==> src/rtl/core/telnet_receive_parser_macros.svh <==
// ----------------------------------------------------------------------------
// Telnet receive parser assertion macros
// Concurrent checks clocked on clk and disabled while arst_n is low.
// ----------------------------------------------------------------------------
`ifndef TELNET_RECEIVE_PARSER_MACROS_SVH
`define TELNET_RECEIVE_PARSER_MACROS_SVH

// Condition that must hold at every clock edge.
`define TRP_ASSERT(label, cond) \
	label: assert property (@(posedge clk) disable iff (!arst_n) (cond)) \
		else $error("telnet receive parser: check failed");

// Consequent that must hold in the same cycle as the antecedent.
`define TRP_ASSERT_IMP(label, ante, cons) \
	label: assert property (@(posedge clk) disable iff (!arst_n) (ante) |-> (cons)) \
		else $error("telnet receive parser: implication failed");

// Consequent that must hold in the cycle after the antecedent.
`define TRP_ASSERT_NXT(label, ante, cons) \
	label: assert property (@(posedge clk) disable iff (!arst_n) (ante) |=> (cons)) \
		else $error("telnet receive parser: next-cycle check failed");

`endif

==> src/rtl/core/trp_pkg.sv <==
// ----------------------------------------------------------------------------
// Telnet receive parser package
// Protocol byte codes, result kinds and the result record.
// ----------------------------------------------------------------------------
package trp_pkg;

	// Telnet commands.
	localparam logic [7:0] CMD_IAC  = 8'hFF;
	localparam logic [7:0] CMD_DONT = 8'hFE;
	localparam logic [7:0] CMD_DO   = 8'hFD;
	localparam logic [7:0] CMD_WONT = 8'hFC;
	localparam logic [7:0] CMD_WILL = 8'hFB;
	localparam logic [7:0] CMD_SB   = 8'hFA;
	localparam logic [7:0] CMD_GA   = 8'hF9;
	localparam logic [7:0] CMD_SE   = 8'hF0;

	// Telnet options.
	localparam logic [7:0] OPT_ECHO    = 8'd1;
	localparam logic [7:0] OPT_SGA     = 8'd3;
	localparam logic [7:0] OPT_TTYPE   = 8'd24;
	localparam logic [7:0] OPT_NAWS    = 8'd31;
	localparam logic [7:0] OPT_CHARSET = 8'd42;
	localparam logic [7:0] OPT_GMCP    = 8'd201;

	// Subnegotiation verbs.
	localparam logic [7:0] SUB_SEND    = 8'd1;
	localparam logic [7:0] SUB_REQUEST = 8'd1;

	localparam logic [7:0] CH_LF = 8'd10;
	localparam logic [7:0] CH_CR = 8'd13;

	// Charset token matching: five characters, position six means too long.
	localparam logic [2:0] TOKEN_LEN  = 3'd5;
	localparam logic [2:0] TOKEN_OVER = 3'd6;

	// Configuration register indexes.
	localparam logic [7:0] CFG_WINDOW_WIDTH  = 8'd0;
	localparam logic [7:0] CFG_WINDOW_HEIGHT = 8'd1;

	localparam logic [15:0] WINDOW_WIDTH_RESET  = 16'd80;
	localparam logic [15:0] WINDOW_HEIGHT_RESET = 16'd24;

	typedef enum logic [2:0] {
		KIND_DATA           = 3'd0,
		KIND_LINE_END       = 3'd1,
		KIND_PROMPT_END     = 3'd2,
		KIND_NEGOTIATE      = 3'd3,
		KIND_SEND_TTYPE     = 3'd4,
		KIND_SEND_NAWS      = 3'd5,
		KIND_CHARSET_ACCEPT = 3'd6,
		KIND_CHARSET_REJECT = 3'd7
	} kind_t;

	typedef struct packed {
		kind_t      kind;
		logic [7:0] value;
		logic [7:0] command;
		logic       echo_remote;
		logic       last;
	} result_t;

	// Character of the accepted charset name at a token position.
	function automatic logic [7:0] token_char(input logic [2:0] pos, input logic upper);
		logic [7:0] ch;
		case (pos)
			3'd0: ch = upper ? 8'h55 : 8'h75;  // U / u
			3'd1: ch = upper ? 8'h54 : 8'h74;  // T / t
			3'd2: ch = upper ? 8'h46 : 8'h66;  // F / f
			3'd3: ch = 8'h2D;                  // -
			3'd4: ch = 8'h38;                  // 8
			default: ch = 8'h00;
		endcase
		return ch;
	endfunction

	function automatic result_t make_result(input kind_t k, input logic [7:0] v,
	                                        input logic [7:0] c);
		result_t r;
		r.kind        = k;
		r.value       = v;
		r.command     = c;
		r.echo_remote = 1'b0;
		r.last        = 1'b0;
		return r;
	endfunction

endpackage

==> src/rtl/core/telnet_receive_parser.sv <==
// ----------------------------------------------------------------------------
// Telnet receive parser
// Each byte passes the input register, then its results the result queue.
// Throughput: one byte per cycle while each byte gives at most one result and
// the output is not stalled. The input stalls whenever the queued results plus
// those of the byte in the input register exceed two, so a byte with two
// results holds off intake and an output stall fills the queue.
// Reset (arst_n low) returns the parser to plain data and clears all flags.
// ----------------------------------------------------------------------------
`include "telnet_receive_parser_macros.svh"

module telnet_receive_parser (
	input  logic        clk,
	input  logic        arst_n,
	// Received byte channel.
	input  logic        in_valid,
	output logic        in_stall,
	input  logic [7:0]  rx_byte,
	// Result channel.
	output logic        out_valid,
	input  logic        out_stall,
	output logic [2:0]  kind,
	output logic [7:0]  value,
	output logic [7:0]  command,
	output logic        echo_remote,
	output logic        last,
	// Configuration write channel.
	input  logic        cfg_valid,
	output logic        cfg_ready,
	input  logic [7:0]  cfg_index,
	input  logic [15:0] cfg_data
);

	typedef enum logic [3:0] {
		ST_DATA   = 4'd0,
		ST_IAC    = 4'd1,
		ST_WILL   = 4'd2,
		ST_WONT   = 4'd3,
		ST_DO     = 4'd4,
		ST_DONT   = 4'd5,
		ST_SB     = 4'd6,
		ST_SBDATA = 4'd7,
		ST_SBIAC  = 4'd8
	} state_t;

	// Input register stage.
	logic       in_accept;
	logic       valid_s1;
	logic [7:0] byte_s1;

	// Parser state.
	state_t     state_q, state_d;
	logic [7:0] sub_opt_q, sub_opt_d;
	logic [1:0] sub_cnt_q, sub_cnt_d;
	logic [7:0] sub_first_q, sub_first_d;
	logic [7:0] delim_q, delim_d;
	logic [2:0] tok_pos_q, tok_pos_d;
	logic [2:0] flags_q, flags_d;
	logic       nonempty_q, nonempty_d;
	logic       held_q, held_d;
	logic       echo_q, echo_d;
	logic       naws_q, naws_d;

	logic [15:0] win_width_q;
	logic [15:0] win_height_q;

	// Work of the current byte.
	logic                do_data, do_sub, do_end;
	logic                charset_active;
	logic                token_done;
	logic                accept_cs;
	logic [1:0]          n_push;
	trp_pkg::result_t    res [2];

	// Result queue.
	trp_pkg::result_t    fifo_q [4];
	logic [1:0]          wr_ptr_q, rd_ptr_q;
	logic [2:0]          cnt_q;
	logic                pop;
	trp_pkg::result_t    head;

	// Terms used by the checks at the end of the module.
	logic                wr_width, wr_height, naws_step;

	// ------------------------------------------------------------------------
	// Handshakes. A byte is taken only if the queue can absorb both the results
	// of the byte now in the input register and a worst-case two results of the new one.
	// ------------------------------------------------------------------------
	assign in_accept = in_valid && !in_stall;
	assign in_stall  = (cnt_q + {1'b0, n_push}) > 3'd2;
	assign cfg_ready = 1'b1;

	always_ff @(posedge clk or negedge arst_n) begin
		if (!arst_n) begin
			valid_s1 <= 1'b0;
		end else begin
			valid_s1 <= in_accept;
		end
	end

	always_ff @(posedge clk) begin
		if (in_accept) begin
			byte_s1 <= rx_byte;
		end
	end

	// Window-size registers, written through the configuration channel. The parser
	// does not read them and no port brings them out.
	always_ff @(posedge clk or negedge arst_n) begin
		if (!arst_n) begin
			win_width_q  <= trp_pkg::WINDOW_WIDTH_RESET;
			win_height_q <= trp_pkg::WINDOW_HEIGHT_RESET;
		end else if (cfg_valid && cfg_ready) begin
			if (cfg_index == trp_pkg::CFG_WINDOW_WIDTH) begin
				win_width_q <= cfg_data;
			end else if (cfg_index == trp_pkg::CFG_WINDOW_HEIGHT) begin
				win_height_q <= cfg_data;
			end
		end
	end

	// ------------------------------------------------------------------------
	// Parser step for the byte in the input register.
	// ------------------------------------------------------------------------
	assign charset_active = (sub_opt_q == trp_pkg::OPT_CHARSET) && (sub_cnt_q != 2'd0) &&
	                        (sub_first_q == trp_pkg::SUB_REQUEST);

	// A token counts as found when exactly five characters matched one spelling.
	assign token_done = (tok_pos_q == trp_pkg::TOKEN_LEN) && (flags_q[1:0] != 2'b00);

	always_comb begin
		state_d     = state_q;
		sub_opt_d   = sub_opt_q;
		sub_cnt_d   = sub_cnt_q;
		sub_first_d = sub_first_q;
		delim_d     = delim_q;
		tok_pos_d   = tok_pos_q;
		flags_d     = flags_q;
		nonempty_d  = nonempty_q;
		held_d      = held_q;
		echo_d      = echo_q;
		naws_d      = naws_q;
		do_data     = 1'b0;
		do_sub      = 1'b0;
		do_end      = 1'b0;
		accept_cs   = 1'b0;
		n_push      = 2'd0;
		res[0]      = trp_pkg::make_result(trp_pkg::KIND_DATA, 8'd0, 8'd0);
		res[1]      = trp_pkg::make_result(trp_pkg::KIND_DATA, 8'd0, 8'd0);

		if (valid_s1) begin
			case (state_q)
				ST_IAC: begin
					state_d = ST_DATA;
					if (byte_s1 == trp_pkg::CMD_IAC) begin
						do_data = 1'b1;
					end else if (byte_s1 == trp_pkg::CMD_WILL) begin
						state_d = ST_WILL;
					end else if (byte_s1 == trp_pkg::CMD_WONT) begin
						state_d = ST_WONT;
					end else if (byte_s1 == trp_pkg::CMD_DO) begin
						state_d = ST_DO;
					end else if (byte_s1 == trp_pkg::CMD_DONT) begin
						state_d = ST_DONT;
					end else if (byte_s1 == trp_pkg::CMD_SB) begin
						state_d = ST_SB;
					end else if (byte_s1 == trp_pkg::CMD_GA) begin
						if (held_q) begin
							held_d = 1'b0;
							res[n_push[0]] = trp_pkg::make_result(trp_pkg::KIND_DATA,
							                                      trp_pkg::CH_CR, 8'd0);
							n_push = n_push + 2'd1;
						end
						if (nonempty_q) begin
							res[n_push[0]] = trp_pkg::make_result(trp_pkg::KIND_PROMPT_END,
							                                      8'd0, 8'd0);
							n_push     = n_push + 2'd1;
							nonempty_d = 1'b0;
						end
					end
				end
				ST_WILL: begin
					state_d = ST_DATA;
					if (byte_s1 == trp_pkg::OPT_ECHO) begin
						echo_d = 1'b1;
						res[0] = trp_pkg::make_result(trp_pkg::KIND_NEGOTIATE, byte_s1,
						                              trp_pkg::CMD_DO);
					end else if (byte_s1 == trp_pkg::OPT_SGA ||
					             byte_s1 == trp_pkg::OPT_GMCP) begin
						res[0] = trp_pkg::make_result(trp_pkg::KIND_NEGOTIATE, byte_s1,
						                              trp_pkg::CMD_DO);
					end else begin
						res[0] = trp_pkg::make_result(trp_pkg::KIND_NEGOTIATE, byte_s1,
						                              trp_pkg::CMD_DONT);
					end
					n_push = 2'd1;
				end
				ST_WONT: begin
					state_d = ST_DATA;
					if (byte_s1 == trp_pkg::OPT_ECHO) begin
						echo_d = 1'b0;
					end
				end
				ST_DO: begin
					state_d = ST_DATA;
					if (byte_s1 == trp_pkg::OPT_NAWS) begin
						naws_d = 1'b1;
						res[0] = trp_pkg::make_result(trp_pkg::KIND_SEND_NAWS, 8'd0, 8'd0);
						n_push = 2'd1;
					end else if (byte_s1 == trp_pkg::OPT_TTYPE) begin
						res[0] = trp_pkg::make_result(trp_pkg::KIND_SEND_TTYPE, 8'd0, 8'd0);
						n_push = 2'd1;
					end else if (byte_s1 != trp_pkg::OPT_CHARSET) begin
						res[0] = trp_pkg::make_result(trp_pkg::KIND_NEGOTIATE, byte_s1,
						                              trp_pkg::CMD_WONT);
						n_push = 2'd1;
					end
				end
				ST_DONT: begin
					state_d = ST_DATA;
					if (byte_s1 == trp_pkg::OPT_NAWS) begin
						naws_d = 1'b0;
					end
				end
				ST_SB: begin
					state_d     = ST_SBDATA;
					sub_opt_d   = byte_s1;
					sub_cnt_d   = 2'd0;
					sub_first_d = 8'd0;
					delim_d     = 8'd0;
					tok_pos_d   = 3'd0;
					flags_d     = 3'b000;
				end
				ST_SBDATA: begin
					if (byte_s1 == trp_pkg::CMD_IAC) begin
						state_d = ST_SBIAC;
					end else begin
						do_sub = 1'b1;
					end
				end
				ST_SBIAC: begin
					if (byte_s1 == trp_pkg::CMD_SE) begin
						do_end  = 1'b1;
						state_d = ST_DATA;
					end else if (byte_s1 == trp_pkg::CMD_IAC) begin
						// Escaped 0xFF inside the subnegotiation; the byte itself is 0xFF.
						do_sub  = 1'b1;
						state_d = ST_SBDATA;
					end else begin
						state_d = ST_DATA;
					end
				end
				default: begin
					if (byte_s1 == trp_pkg::CMD_IAC) begin
						state_d = ST_IAC;
					end else begin
						state_d = ST_DATA;
						do_data = 1'b1;
					end
				end
			endcase

			// Data byte: a held CR is released unless this byte is LF.
			if (do_data) begin
				if (held_q) begin
					held_d = 1'b0;
					if (byte_s1 == trp_pkg::CH_LF) begin
						res[n_push[0]] = trp_pkg::make_result(trp_pkg::KIND_LINE_END,
						                                      8'd0, 8'd0);
						n_push     = n_push + 2'd1;
						nonempty_d = 1'b0;
					end else begin
						res[n_push[0]] = trp_pkg::make_result(trp_pkg::KIND_DATA,
						                                      trp_pkg::CH_CR, 8'd0);
						n_push = n_push + 2'd1;
					end
				end
				if (!(held_q && byte_s1 == trp_pkg::CH_LF)) begin
					if (byte_s1 == trp_pkg::CH_CR) begin
						held_d     = 1'b1;
						nonempty_d = 1'b1;
					end else if (byte_s1 == trp_pkg::CH_LF) begin
						res[n_push[0]] = trp_pkg::make_result(trp_pkg::KIND_LINE_END,
						                                      8'd0, 8'd0);
						n_push     = n_push + 2'd1;
						nonempty_d = 1'b0;
					end else begin
						res[n_push[0]] = trp_pkg::make_result(trp_pkg::KIND_DATA,
						                                      byte_s1, 8'd0);
						n_push     = n_push + 2'd1;
						nonempty_d = 1'b1;
					end
				end
			end

			// Subnegotiation payload byte: verb, then delimiter, then tokens.
			if (do_sub) begin
				case (sub_cnt_q)
					2'd0: begin
						sub_first_d = byte_s1;
						sub_cnt_d   = 2'd1;
					end
					2'd1: begin
						delim_d   = byte_s1;
						sub_cnt_d = 2'd2;
						tok_pos_d = 3'd0;
						flags_d   = 3'b011;
					end
					default: begin
						if (charset_active) begin
							if (byte_s1 == delim_q) begin
								flags_d   = {flags_q[2] | token_done, 2'b11};
								tok_pos_d = 3'd0;
							end else if (tok_pos_q < trp_pkg::TOKEN_LEN) begin
								flags_d[0] = flags_q[0] &&
								             (byte_s1 == trp_pkg::token_char(tok_pos_q, 1'b1));
								flags_d[1] = flags_q[1] &&
								             (byte_s1 == trp_pkg::token_char(tok_pos_q, 1'b0));
								tok_pos_d  = tok_pos_q + 3'd1;
							end else begin
								flags_d   = {flags_q[2], 2'b00};
								tok_pos_d = trp_pkg::TOKEN_OVER;
							end
						end
					end
				endcase
			end

			// End of subnegotiation: answer terminal-type SEND or charset REQUEST.
			if (do_end) begin
				if (sub_opt_q == trp_pkg::OPT_TTYPE && sub_cnt_q != 2'd0 &&
				    sub_first_q == trp_pkg::SUB_SEND) begin
					res[0] = trp_pkg::make_result(trp_pkg::KIND_SEND_TTYPE, 8'd0, 8'd0);
					n_push = 2'd1;
				end else if (charset_active) begin
					accept_cs  = flags_q[2] | ((sub_cnt_q == 2'd2) && token_done);
					flags_d[2] = accept_cs;
					res[0] = trp_pkg::make_result(accept_cs ? trp_pkg::KIND_CHARSET_ACCEPT
					                                        : trp_pkg::KIND_CHARSET_REJECT,
					                              8'd0, 8'd0);
					n_push = 2'd1;
				end
			end
		end

		// The echo flag reported is the one after this byte; the final result
		// of the byte is marked.
		res[0].echo_remote = echo_d;
		res[1].echo_remote = echo_d;
		res[0].last        = (n_push == 2'd1);
		res[1].last        = 1'b1;
	end

	always_ff @(posedge clk or negedge arst_n) begin
		if (!arst_n) begin
			state_q     <= ST_DATA;
			sub_opt_q   <= 8'd0;
			sub_cnt_q   <= 2'd0;
			sub_first_q <= 8'd0;
			delim_q     <= 8'd0;
			tok_pos_q   <= 3'd0;
			flags_q     <= 3'b000;
			nonempty_q  <= 1'b0;
			held_q      <= 1'b0;
			echo_q      <= 1'b0;
			naws_q      <= 1'b0;
		end else begin
			state_q     <= state_d;
			sub_opt_q   <= sub_opt_d;
			sub_cnt_q   <= sub_cnt_d;
			sub_first_q <= sub_first_d;
			delim_q     <= delim_d;
			tok_pos_q   <= tok_pos_d;
			flags_q     <= flags_d;
			nonempty_q  <= nonempty_d;
			held_q      <= held_d;
			echo_q      <= echo_d;
			naws_q      <= naws_d;
		end
	end

	// ------------------------------------------------------------------------
	// Result queue: up to two writes per cycle, one read per output transfer.
	// ------------------------------------------------------------------------
	assign out_valid = (cnt_q != 3'd0);
	assign pop       = out_valid && !out_stall;
	assign head      = fifo_q[rd_ptr_q];

	always_ff @(posedge clk) begin
		if (n_push != 2'd0) begin
			fifo_q[wr_ptr_q] <= res[0];
		end
		if (n_push == 2'd2) begin
			fifo_q[wr_ptr_q + 2'd1] <= res[1];
		end
	end

	always_ff @(posedge clk or negedge arst_n) begin
		if (!arst_n) begin
			wr_ptr_q <= 2'd0;
			rd_ptr_q <= 2'd0;
			cnt_q    <= 3'd0;
		end else begin
			wr_ptr_q <= wr_ptr_q + n_push;
			rd_ptr_q <= rd_ptr_q + {1'b0, pop};
			cnt_q    <= cnt_q + {1'b0, n_push} - {2'b00, pop};
		end
	end

	assign kind        = head.kind;
	assign value       = head.value;
	assign command     = head.command;
	assign echo_remote = head.echo_remote;
	assign last        = head.last;

	// ------------------------------------------------------------------------
	// Assertions.
	// ------------------------------------------------------------------------
	assign wr_width  = cfg_valid && cfg_ready && (cfg_index == trp_pkg::CFG_WINDOW_WIDTH);
	assign wr_height = cfg_valid && cfg_ready && (cfg_index == trp_pkg::CFG_WINDOW_HEIGHT);
	assign naws_step = valid_s1 && (state_q == ST_DO) && (byte_s1 == trp_pkg::OPT_NAWS);

	`TRP_ASSERT_NXT(a_room_after_accept, in_accept, cnt_q <= 3'd2)
	`TRP_ASSERT_IMP(a_held_cr_nonempty, held_q, nonempty_q)
	`TRP_ASSERT_IMP(a_pair_complete, out_valid && !last, cnt_q >= 3'd2)
	`TRP_ASSERT_NXT(a_naws_agreed, naws_step, naws_q)
	`TRP_ASSERT_NXT(a_cfg_width, wr_width, win_width_q == $past(cfg_data))
	`TRP_ASSERT_NXT(a_cfg_height, wr_height, win_height_q == $past(cfg_data))

endmodule

==> config.mk <==
export PLATFORM = sky130hd
export DESIGN_NAME = telnet_receive_parser
export DESIGN_NICKNAME = d
export VERILOG_FILES = /design/src/rtl/core/trp_pkg.sv /design/src/rtl/core/telnet_receive_parser.sv
export VERILOG_INCLUDE_DIRS = /design/src /design/src/rtl/core
export SDC_FILE = /design/constraint.sdc
export NUM_CORES = 1
export LEC_CHECK = 0
export BUFFER_PORTS_ARGS = -buffer_cell sky130_fd_sc_hd__buf_2
export CORE_ASPECT_RATIO = 0.75
export CORE_MARGIN = 5
export CORE_UTILIZATION = 60
export CTS_CLUSTER_SIZE = 28
export DETAILED_ROUTE_END_ITERATION = 7
export MAX_ROUTING_LAYER = met4
export PLACE_DENSITY = 0.84
export SLEW_MARGIN = 20
export SYNTH_ARGS = -nofsm -noshare
export SYNTH_HDL_FRONTEND = slang
export SYNTH_SLANG_ARGS = --single-unit
==> constraint.sdc <==
create_clock -name clk -period 4.6 [get_ports clk]
set_input_delay 0.23 -clock clk [delete_from_list [all_inputs] [get_ports clk]]
set_output_delay 0.23 -clock clk [all_outputs]
set_load 0.1 [all_outputs]
==> impl_summary.txt, run 1 <==
----------------------------------------------------
[Job]
  Max-cap violations ... 0

[Hold path]
  Worst Hold Class ... input pin to flip-flop
  Hold Startpoint ... in_valid

[STA]
  Final setup vio count ... 0
  Setup total negative slack ... 0 ns
  Total count of max-transition violations in the final report ... 0
  Portion of the clock cycle consumed by the worst path in the final layout ... a little over nine tenths
  Maximum clock frequency ... 226 MHz
  Final clock skew ... 0.00841 ns
  Unrepaired setup endpoints after global routing ... no
  Transition time at the pin with the least slew margin ... 0.997 ns
  Worst-case headroom to the max-slew limit ... 33.3%
  Final min period ... 4.42 ns
  Count of final hold-check violations ... 0
  Post-route worst hold slack ... 0.214 ns

[Worst setup path]
  Kind of critical path ... flip-flop to output pin
  Worst r2r path cells ... 12
  Max incr delay on CP ... between 0.7 and 0.8 ns
  Kind of launch point of the worst setup path ... flip-flop
  Worst reg-to-reg setup slack ... between 0.6 and 0.7 ns
  Critical Path End ... in_stall
  Cell with the biggest individual delay on the critical path ... edfxtp_1
  Worst reg2reg startpoint ... byte_s1[7]
  Critical Path Start ... byte_s1[7]
  Destination of the worst register-to-register timing path ... byte_s1[3]
  Data arrival time of the worst path ... 4.19 ns
  CP required ... 4.37 ns
  Endpoint type of the worst setup path ... output pin
  Highest net fanout along the worst path ... 13
  Sequence of cells on the critical path ... nand4_1 -> or3_4 -> o311a_1 -> o21a_1 -> a21oi_2 -> ha_1 -> inv_1 -> fa_1 -> o21ai_2 -> buf_2

[Yosys]
  Number of standard cells after synthesis ... 646
  Synth Warn # ... 0
  Main area contributors after synthesis ... edfxtp_1 (31%), dfrtp_1 (18%), mux4_2 (5.4%)
  Most common library cells after synthesis ... nand2_1 (74), edfxtp_1 (68), nor2_1 (58), dfrtp_1 (47), o21ai_0 (37)
  Share of Yosys cell area claimed by the top area cell type ... 30.8%
  Number of library cell types mapped by synthesis ... 71
  Synth Cell Area ... between 6000 and 7000 µm²
  Post-synthesis async set-or-reset flop share ... 39.5%
  Post-synthesis cell type with the largest combined area ... edfxtp_1
  Number of synthesized flops with an enable pin ... 68
  Post-Synthesis Net Count ... between 600 and 700
  Number of flip-flops and latches in the synthesized netlist ... 119
  Average instance area after synthesis ... 10.3 µm²
  Leading register cell type out of synthesis ... edfxtp_1
  Most used standard cell by instance count after synthesis ... nand2_1
  Sequential-to-total area share from yosys stat ... between 40% and 50%

[Cells and area]
  Number of nets in the finished design ... 731
  Proportion of layout cells with a drive suffix above 1 ... 17.9%
  Post-route cell area ... 7630 µm²
  Post-synthesis to final-layout area growth ... 15.0%
  Final antenna diode count ... 0
  Final instance count without filler cells ... 834

[Drt]
  Post-route ant nets ... 0
  Vias after detailed routing ... 5589
  Ratio of routed vias to standard cells ... 6.70
  Number of DRC violations after detailed-routing iteration 0 ... 846
  Residual DRC count ... 0
  Pre-Repair DR Iteration Count ... 6
  Routed wire per std cell ... 21.1 µm
  Post-detailed-routing wire length ... ~18 mm

[CTS]
  Clk slew on worst S/H paths ... 0.06 ns
  CTS Root Cell ... clkbuf_16
  CTS tree ... done
  Number of buffers on the longest clock path ... 2
  Total CTS buffers ... 17
  Worst-skew pair later-pin latency ... just over 0.4 ns
  CTS Sinks ... 119
  H-tree levels ... 4

[Floorplanning]
  Initial Utilization ... around 61%
  Std-Cell Rows ... 33
  Area of the die ... 13300 µm²
  Height of the die ... 101 µm
  Placeable core region ... 10900 µm²
  Overall die width ... 131 µm
  Num ports ... slightly above 60

[Run status]
  Run status ... completed

[Global routing]
  Wire length of the first global-routing pass ... 28.7 mm
  Largest net degree at the start of global routing ... 48
  Vias in the first global route ... 5332
  All-Layer GR Usage ... 28.2%
  GRT overflow ... 0
  Antenna violations before repair ... 0

[Placement]
  Input/output buffers ... 34
  HPWL Detailed ... 11.7 mm
  DP Cell Count ... between 700 and 800
  Last weighted congestion value of the routability-driven placer ... 0.954
  Cell area after placement ... 6890 µm²

[Power]
  Power density over the cells ... 756 nW/µm²
  Maximum vdd drop ... 0.827 mV
  Static Leakage ... 0.00285 µW

----------------------------------------------------
==> stage by stage <==
step | power, µW | utilization, % | worst slack [ns]
after floorplan | 3810 | - | 0.276
after global placement | 4230 | 63.4 | 0.666
after detailed placement | 4310 | 63.4 | 0.672
after CTS | 5710 | 69.9 | 0.238
after global routing | 6020 | 70.3 | 0.0129
final | 5770 | 70.3 | 0.175
==> layer usage <==
metal | vias to the layer above | GRT usage (%) | wire length, µm
met2 | 390 | 43.2 | 8300
met4 | 0 | 10.0 | 454
li1 | 2483 | - | -
met1 | 2663 | 36.9 | 6980
met5 | - | - | 0
met3 | 53 | 7.19 | 1890
==> what timing repair did <==
| action | in CTS | in global routing |
|---|---|---|
| gates resized for setup | 0 | 1 |
| endpoints found under the setup margin | 0 | 1 |
| hold buffers | 8 | 1 |
| setup buffers | 0 | 3 |
| hold endpoints to repair | 8 | 47 |
==> flip-flops by register name (all words and copies together) (netlist names) <==
name	flops
byte_s1	8
cnt_q	3
delim_q	8
echo_q	1
fifo_q	64
flags_q	3
held_q	1
nonempty_q	1
rd_ptr_q	2
state_q	4
sub_cnt_q	2
sub_first_q	8
sub_opt_q	8
tok_pos_q	3
valid_s1	1
wr_ptr_q	2
==> layout by cell type, fill, tap and decap left out, drive strengths merged, types with 16 or more instances in the layout <==
master and n:
nand2 77, edfxtp 68, nor2 59, buf 52, dfrtp 47, o21ai 37
o22ai 30, inv 30, a21oi 28, nand3 24, clkbuf 17, mux4 16
==> report_power, final <==
group / switching (µW) / internal (µW) / total (µW) / leakage, µW
Sequential: 316 / 1370 / 1690 / 0.00126
Clock: 519 / 866 / 1380 / 0.000301
Combinational: 1990 / 704 / 2690 / 0.00128
==> worst min-delay path by stage <==
stage	slack, ns	cells past startpoint	end
final	0.21	4	valid_s1
after floorplan	-0.07	0	cnt_q[0]
after CTS	0.05	1	delim_q[2]
after detailed placement	0.41	1	byte_s1[2]
after global routing	0.23	4	valid_s1
after global placement	0.41	1	byte_s1[0]
==> cell type report <==
type / count / area, µm²
fillers: 782 / 3230
clock inverters: 15 / 193
multi-input cells: 458 / 3050
flip-flops and latches: 119 / 3300
repair buffers: 61 / 398
inverters: 24 / 90.1
clock buffers: 17 / 425
well taps: 140 / 175
==> cell families after synthesis <==
logic type	count (synthesis)	share of synthesized area, %
AO/OA/AOI/OAI	151	15.0
multiplexers	26	7.07
buffers and inverters	69	4.45
other	1	0.0565
adder cells (fa/ha/maj)	13	2.57
AND/OR/NAND/NOR	251	19.0
flip-flops	119	49.7
XOR/XNOR	16	2.11
==> critical path, delay by kind of cell (launching register included) <==
kind            cells  cell delay, ns
buf+inv             2            0.49
fa+ha+maj           2            0.69
flops               1            0.74
simple gates        2            0.79
compound gates      4            1.06
No activity file was read; power rests on OpenSTA's default activity.
==> run 2, diff against run 1 <==
--- a/config.mk
+++ b/config.mk
@@ -9,11 +9,11 @@
 export BUFFER_PORTS_ARGS = -buffer_cell sky130_fd_sc_hd__buf_2
 export CORE_ASPECT_RATIO = 0.75
 export CORE_MARGIN = 5
-export CORE_UTILIZATION = 60
+export CORE_UTILIZATION = 65
 export CTS_CLUSTER_SIZE = 28
 export DETAILED_ROUTE_END_ITERATION = 7
 export MAX_ROUTING_LAYER = met4
-export PLACE_DENSITY = 0.84
+export PLACE_DENSITY = 0.9
 export SLEW_MARGIN = 20
 export SYNTH_ARGS = -nofsm -noshare
 export SYNTH_HDL_FRONTEND = slang
==> constraint.sdc (replaced) <==
create_clock -name clk -period 5.3 [get_ports clk]
set_input_delay 0.265 -clock clk [delete_from_list [all_inputs] [get_ports clk]]
set_output_delay 0.265 -clock clk [all_outputs]
set_load 0.1 [all_outputs]
==> run 2 against run 1 <==
Count of clock-buffer cells in the layout stayed put. Design area down 3.1%. Die area fell by 7.0%. Hold slack worse by 0.20 ns. Utilization increased by 2.7 points. Clock power down 19%. The run now ends with design-rule violations left. Setup slack better by 0.44 ns. Combinational power decreased by 17%.
==> impl_summary.txt, run 2 (synthesized netlist as in run 1, its figures left out) <==
----------------------------------------------------
[Run status]
  Run status ... finished with violations
  Violations in the final reports ... design-rule violations

[Worst setup path]
  Sequence of cells on the critical path ... nand4_1 -> or3_4 -> o311a_1 -> o21a_1 -> a21oi_2 -> ha_1 -> inv_1 -> fa_1 -> xor2_1 -> o21ai_1 -> buf_2
  Endpoint type of the worst setup path ... output pin
  Count of buffering cells on the critical path with inverters included ... 2
  Max incr delay on CP ... 0.79 ns
  Kind of launch point of the worst setup path ... flip-flop
  Worst r2r path cells ... 11
  Worst reg2reg startpoint ... byte_s1[5]
  Kind of critical path ... flip-flop to output pin
  Data arrival time of the worst path ... 4.42 ns
  Highest net fanout along the worst path ... 14
  Worst path top cell family by delay ... compound AO/OA/AOI/OAI gates
  Worst reg-to-reg setup slack ... around 0.85 ns
  Destination of the worst register-to-register timing path ... byte_s1[0]
  Cell with the biggest individual delay on the critical path ... edfxtp_1
  CP required ... 5.04 ns
  Critical Path Start ... byte_s1[5]

[STA]
  Transition time at the pin with the least slew margin ... 0.900 ns
  Count of final hold-check violations ... 0
  Maximum clock frequency ... 214 MHz
  Final min period ... 4.68 ns
  Final setup vio count ... 0
  Total count of max-transition violations in the final report ... 0
  Worst-case headroom to the max-slew limit ... 39.9%
  Setup total negative slack ... 0 ns
  Portion of the clock cycle consumed by the worst path in the final layout ... 88.3%
  Final clock skew ... 0.00976 ns
  Unrepaired setup endpoints after global routing ... no
  Minimum setup slack in the final design ... 0.619 ns

[CTS]
  CTS tree ... done
  Worst-skew pair later-pin latency ... about 0.43 ns
  Total CTS buffers ... 17
  Number of buffers on the longest clock path ... 2
  Buffers inserted by post-CTS timing repair ... 0
  CTS Root Cell ... clkbuf_16
  Clk slew on worst S/H paths ... 0.06 ns
  H-tree levels ... 4
  CTS Sinks ... 119

[Floorplanning]
  Std-Cell Rows ... 32
  Overall die width ... around 130 µm
  Area of the die ... ~12000 µm²
  Num ports ... 61
  Height of the die ... 97.5 µm
  Initial Utilization ... around two thirds
  Placeable core region ... 10100 µm²

[Placement]
  Pre-CTS WS ... 0.937 ns
  Last weighted congestion value of the routability-driven placer ... between 1 and 1.5
  Input/output buffers ... 34
  HPWL Detailed ... 11.0 mm

[Cells and area]
  Number of nets in the finished design ... between 700 and 800
  Final antenna diode count ... 0
  Post-synthesis to final-layout area growth ... 11.4%
  Proportion of layout cells with a drive suffix above 1 ... 15.8%
  Top register by number of flip-flops ... fifo_q
  Most common library cell in the layout ignoring fill and taps ... nand2_1
  Largest register FFs ... 64
  Most used cells in the layout excluding fill and tap cells ... nand2_1 (74), edfxtp_1 (68), nor2_1 (58)

[Drt]
  Post-detailed-routing wire length ... between 15 and 20 mm
  Routed wire per std cell ... around 20 µm
  Ratio of routed vias to standard cells ... 6.70
  Post-route ant nets ... 0
  Vias after detailed routing ... between 5000 and 6000
  Pre-Repair DR Iteration Count ... 8
  Residual DRC count ... 10
  Number of DRC violations after detailed-routing iteration 0 ... about 670

[Hold path]
  Worst Hold Class ... input pin to flip-flop
  Destination of the worst hold path ... byte_s1[5]
  Hold Startpoint ... rx_byte[5]
  Worst hold path depth ... 1

[Global routing]
  Largest net degree at the start of global routing ... 48
  Antenna violations before repair ... 0
  All-Layer GR Usage ... 28.1%
  Vias in the first global route ... 5294
  Wire length of the first global-routing pass ... around 27 mm
  GRT overflow ... 0

[Power]
  Static Leakage ... 0.00272 µW
  Power density over the cells ... between 600 and 700 nW/µm²
  Total Power ... 4840 µW
  Maximum vdd drop ... 0.569 mV

[Job]
  Max-cap violations ... 0

----------------------------------------------------
[run 2: timing repair]
item | 4_1_cts | 5_1_grt
hold buffers | 0 | 1
gates resized for setup | 0 | 0
hold endpoints to repair | 0 | 47
[run 2: worst max path at each step]
stage	endpoint	slack, ns	depth (start not counted)
after detailed placement	byte_s1[1]	0.94	11
after global routing	in_stall	0.48	10
final	in_stall	0.62	11
after global placement	byte_s1[0]	1.04	11
after CTS	in_stall	0.67	10
after floorplan	byte_s1[0]	0.31	10
[run 2: per-stage QoR]
stage	utilization (%)	std cells	cell area [µm²]	hold slack, ns
5_1_grt	73.0	808	7390	0.0108
3_5_place_dp	67.1	775	6800	0.443
6_report	73.0	808	7390	0.0125
4_1_cts	72.8	807	7380	0.00504
3_3_place_gp	67.1	775	6800	0.442
2_1_floorplan	-	646	6630	-0.0306
[run 2: per-layer routing]
layer | share of wire, % | GRT usage [%] | vias up
met5 | 0 | - | -
met4 | 2.6 | 11.3 | 0
met3 | 12 | 7.42 | 52
met2 | 46 | 41.3 | 390
met1 | 40 | 37.6 | 2541
li1 | - | - | 2427
[run 2: report_power, final]
part	leakage [µW]	internal, µW	switching (µW)
registers	0.00126	1190	312
logic	0.00118	573	1640
clock network	0.000279	691	433
[run 2: cell type report]
class | count | area, µm²
clock buffers | 17 | 425
multi-input cells | 458 | 3040
repair buffers | 39 | 213
well taps | 136 | 170
clock inverters | 15 | 154
inverters | 24 | 90.1
fillers | 671 | 2740
flip-flops and latches | 119 | 3300
==> run 3, diff against run 2 <==
--- a/config.mk
+++ b/config.mk
@@ -12,8 +12,8 @@
 export CORE_UTILIZATION = 65
 export CTS_CLUSTER_SIZE = 28
 export DETAILED_ROUTE_END_ITERATION = 7
-export MAX_ROUTING_LAYER = met4
 export PLACE_DENSITY = 0.9
+export RECOVER_POWER = 100
 export SLEW_MARGIN = 20
 export SYNTH_ARGS = -nofsm -noshare
 export SYNTH_HDL_FRONTEND = slang
==> run 3 against run 2 <==
The flow finishes with violations (max-capacitance violations, max-slew violations). Maximum frequency is 3.3% lower. Die area is the same. Power rose by 1.8%. Setup slack got worse by 0.16 ns. Sequential share of layout area up 0.12 points. Sequential cell count stayed put. First-iteration DRC count up 29%. Critical path type unchanged. Largest cell class unchanged. Highest routed layer unchanged.
==> impl_summary.txt, run 3 (synthesized netlist as in run 1, its figures left out) <==
----------------------------------------------------
[CTS]
  CTS tree ... done
  Worst-skew pair later-pin latency ... 0.42 ns
  CTS Sinks ... 119
  Number of buffers on the longest clock path ... 2
  Total CTS buffers ... 17
  H-tree levels ... 4
  Clk slew on worst S/H paths ... 0.05 ns
  CTS Root Cell ... clkbuf_16

[Drt]
  Ratio of routed vias to standard cells ... 6.82
  Residual DRC count ... 0
  Met2 Wirelength ... 8.07 mm
  Vias after detailed routing ... about 5500
  Routed length on met3 ... 2.00 mm
  Post-detailed-routing wire length ... 17.0 mm
  Top sig layer ... met4
  Met1 routed wirelength after detailed routing ... around 6.7 mm
  Number of DRC violations after detailed-routing iteration 0 ... 858
  Pre-Repair DR Iteration Count ... 6
  Post-route ant nets ... 0
  Routed wire per std cell ... 21.1 µm

[Power]
  Part of the power in the clock network ... 24.8%
  Switching power summed over all nets ... 2410 µW
  Portion of total power attributed to combinational logic ... between 40 and 50%
  Portion of total power attributed to sequential cells ... 30.6%
  Maximum vdd drop ... 0.748 mV
  Internal portion of total power ... 2520 µW
  Net switching fraction of the power ... 48.9%
  Power density over the cells ... 670 nW/µm²
  Static Leakage ... 0.00266 µW

[STA]
  Final min period ... 4.84 ns
  Total count of max-transition violations in the final report ... 48
  Final setup vio count ... 0
  Worst-case headroom to the max-slew limit ... -65.4%
  Maximum clock frequency ... 207 MHz
  Setup total negative slack ... 0 ns
  Portion of the clock cycle consumed by the worst path in the final layout ... roughly 91%
  Unrepaired setup endpoints after global routing ... no
  Count of final hold-check violations ... 0
  Transition time at the pin with the least slew margin ... approximately 2.5 ns
  Final clock skew ... 0.00885 ns

[Placement]
  DP Cell Count ... around 770
  HPWL Detailed ... between 10 and 15 mm
  Last weighted congestion value of the routability-driven placer ... 0.983
  Input/output buffers ... 34

[Worst setup path]
  Data arrival time of the worst path ... about 4.6 ns
  Endpoint type of the worst setup path ... output pin
  Sequence of cells on the critical path ... nand4_1 -> or3_1 -> nor3_1 -> a41oi_1 -> nor2_1 -> inv_1 -> fa_1 -> o21ai_0 -> buf_2
  Cell with the biggest individual delay on the critical path ... edfxtp_1
  Kind of launch point of the worst setup path ... flip-flop
  Highest net fanout along the worst path ... 14
  Kind of critical path ... flip-flop to output pin
  Max incr delay on CP ... slightly below 0.8 ns
  CP required ... about 5 ns

[Floorplanning]
  Area of the die ... 12300 µm²
  Std-Cell Rows ... 32
  Initial Utilization ... 65.5%
  Overall die width ... between 100 and 150 µm
  Height of the die ... 97.5 µm
  Placeable core region ... 10100 µm²
  Num ports ... 61

[Run status]
  Violations in the final reports ... max-capacitance violations, max-slew violations
  Run status ... finished with violations

[Global routing]
  GRT overflow ... 0
  Vias in the first global route ... about 5300
  Largest net degree at the start of global routing ... 48
  Wire length of the first global-routing pass ... 27.2 mm
  Antenna violations before repair ... 0
  All-Layer GR Usage ... 27.8%

[Cells and area]
  Most common library cell in the layout ignoring fill and taps ... nand2_1
  Proportion of layout cells with a drive suffix above 1 ... between 10 and 15%
  Largest register FFs ... 64
  Most used cells in the layout excluding fill and tap cells ... nand2_1 (76), edfxtp_1 (68), nor2_1 (59)
  Number of inserted filler cells in the final layout ... between 600 and 700
  Final instance count without filler cells ... 807
  Post-synthesis to final-layout area growth ... 11.1%
  Number of nets in the finished design ... 708
  Final antenna diode count ... 0
  Top register by number of flip-flops ... fifo_q

[Job]
  Max-cap violations ... 1

[Hold path]
  Worst Hold Class ... input pin to flip-flop

----------------------------------------------------
[run 3: final timing paths]
path                                   start           end  slack [ns]  depth (start not counted)
worst max-delay path              byte_s1[5]      in_stall        0.46                          9
worst min-delay path              rx_byte[3]    byte_s1[3]        0.02                          1
worst max register to register    byte_s1[5]    byte_s1[4]        0.69                         10
worst min register to register  sub_opt_q[0]  sub_opt_q[0]        0.49                          2
max in group asynchronous             arst_n   wr_ptr_q[1]        2.74                          2
min in group asynchronous             arst_n    delim_q[4]        1.15                          2
[run 3: power by group through the flow]
stage | registers (µW) | logic, µW | clock network [µW]
6_report | 1510 | 2200 | 1220
5_1_grt | 1530 | 2330 | 1270
3_5_place_dp | 1510 | 2180 | 0
2_1_floorplan | 1280 | 2020 | 0
3_3_place_gp | 1490 | 2140 | 0
4_1_cts | 1490 | 2210 | 1220
[run 3: timing repair]
action                     CTS  global route
setup endpoints to repair    0             0
setup buffers                0             0
hold buffers                 0             1
gates resized for setup      0             0
hold endpoints to repair     0            47
[run 3: cell type report]
cell class	count	area, µm²	share of cell area (%)
Sequential cell	119	3300	44.8
Multi-Input combinational cell	458	3020	40.9
Clock buffer	17	425	5.77
Clock inverter	15	201	2.73
Tap cell	136	170	2.31
Timing Repair Buffer	38	168	2.28
Inverter	24	90.1	1.22
[run 3: worst max-delay path, delay by kind of cell (launching register included)]
| kind | cells | cell delay (ns) |
|---|---|---|
| AO/OA/AOI/OAI | 2 | 0.48 |
| adder cells (fa/ha/maj) | 1 | 0.54 |
| buffers and inverters | 2 | 0.68 |
| flip-flops | 1 | 0.79 |
| AND/OR/NAND/NOR | 4 | 1.66 |
[run 3: metal layers]
| layer | global-route usage [%] | vias to the layer above |
|---|---|---|
| li1 | - | 2431 |
| met1 | 37.3 | 2624 |
| met2 | 44.6 | 400 |
| met3 | 6.48 | 46 |
| met4 | 9.89 | 0 |
| met5 | 0 | - |
[run 3: through the flow]
step / hold slack (ns) / power (µW) / setup WS, ns / instance area [µm²] / util, %
after detailed placement: 0.443 / 3690 / 0.957 / 6790 / 67.0
after global routing: 0.0214 / 5130 / 0.254 / 7370 / 72.7
after global placement: 0.442 / 3630 / 1.07 / 6790 / 67.0
after CTS: 0.0145 / 4930 / 0.669 / 7420 / 73.2
after floorplan: -0.0306 / 3300 / 0.312 / 6630 / -
final: 0.0226 / 4930 / 0.460 / 7370 / 72.7
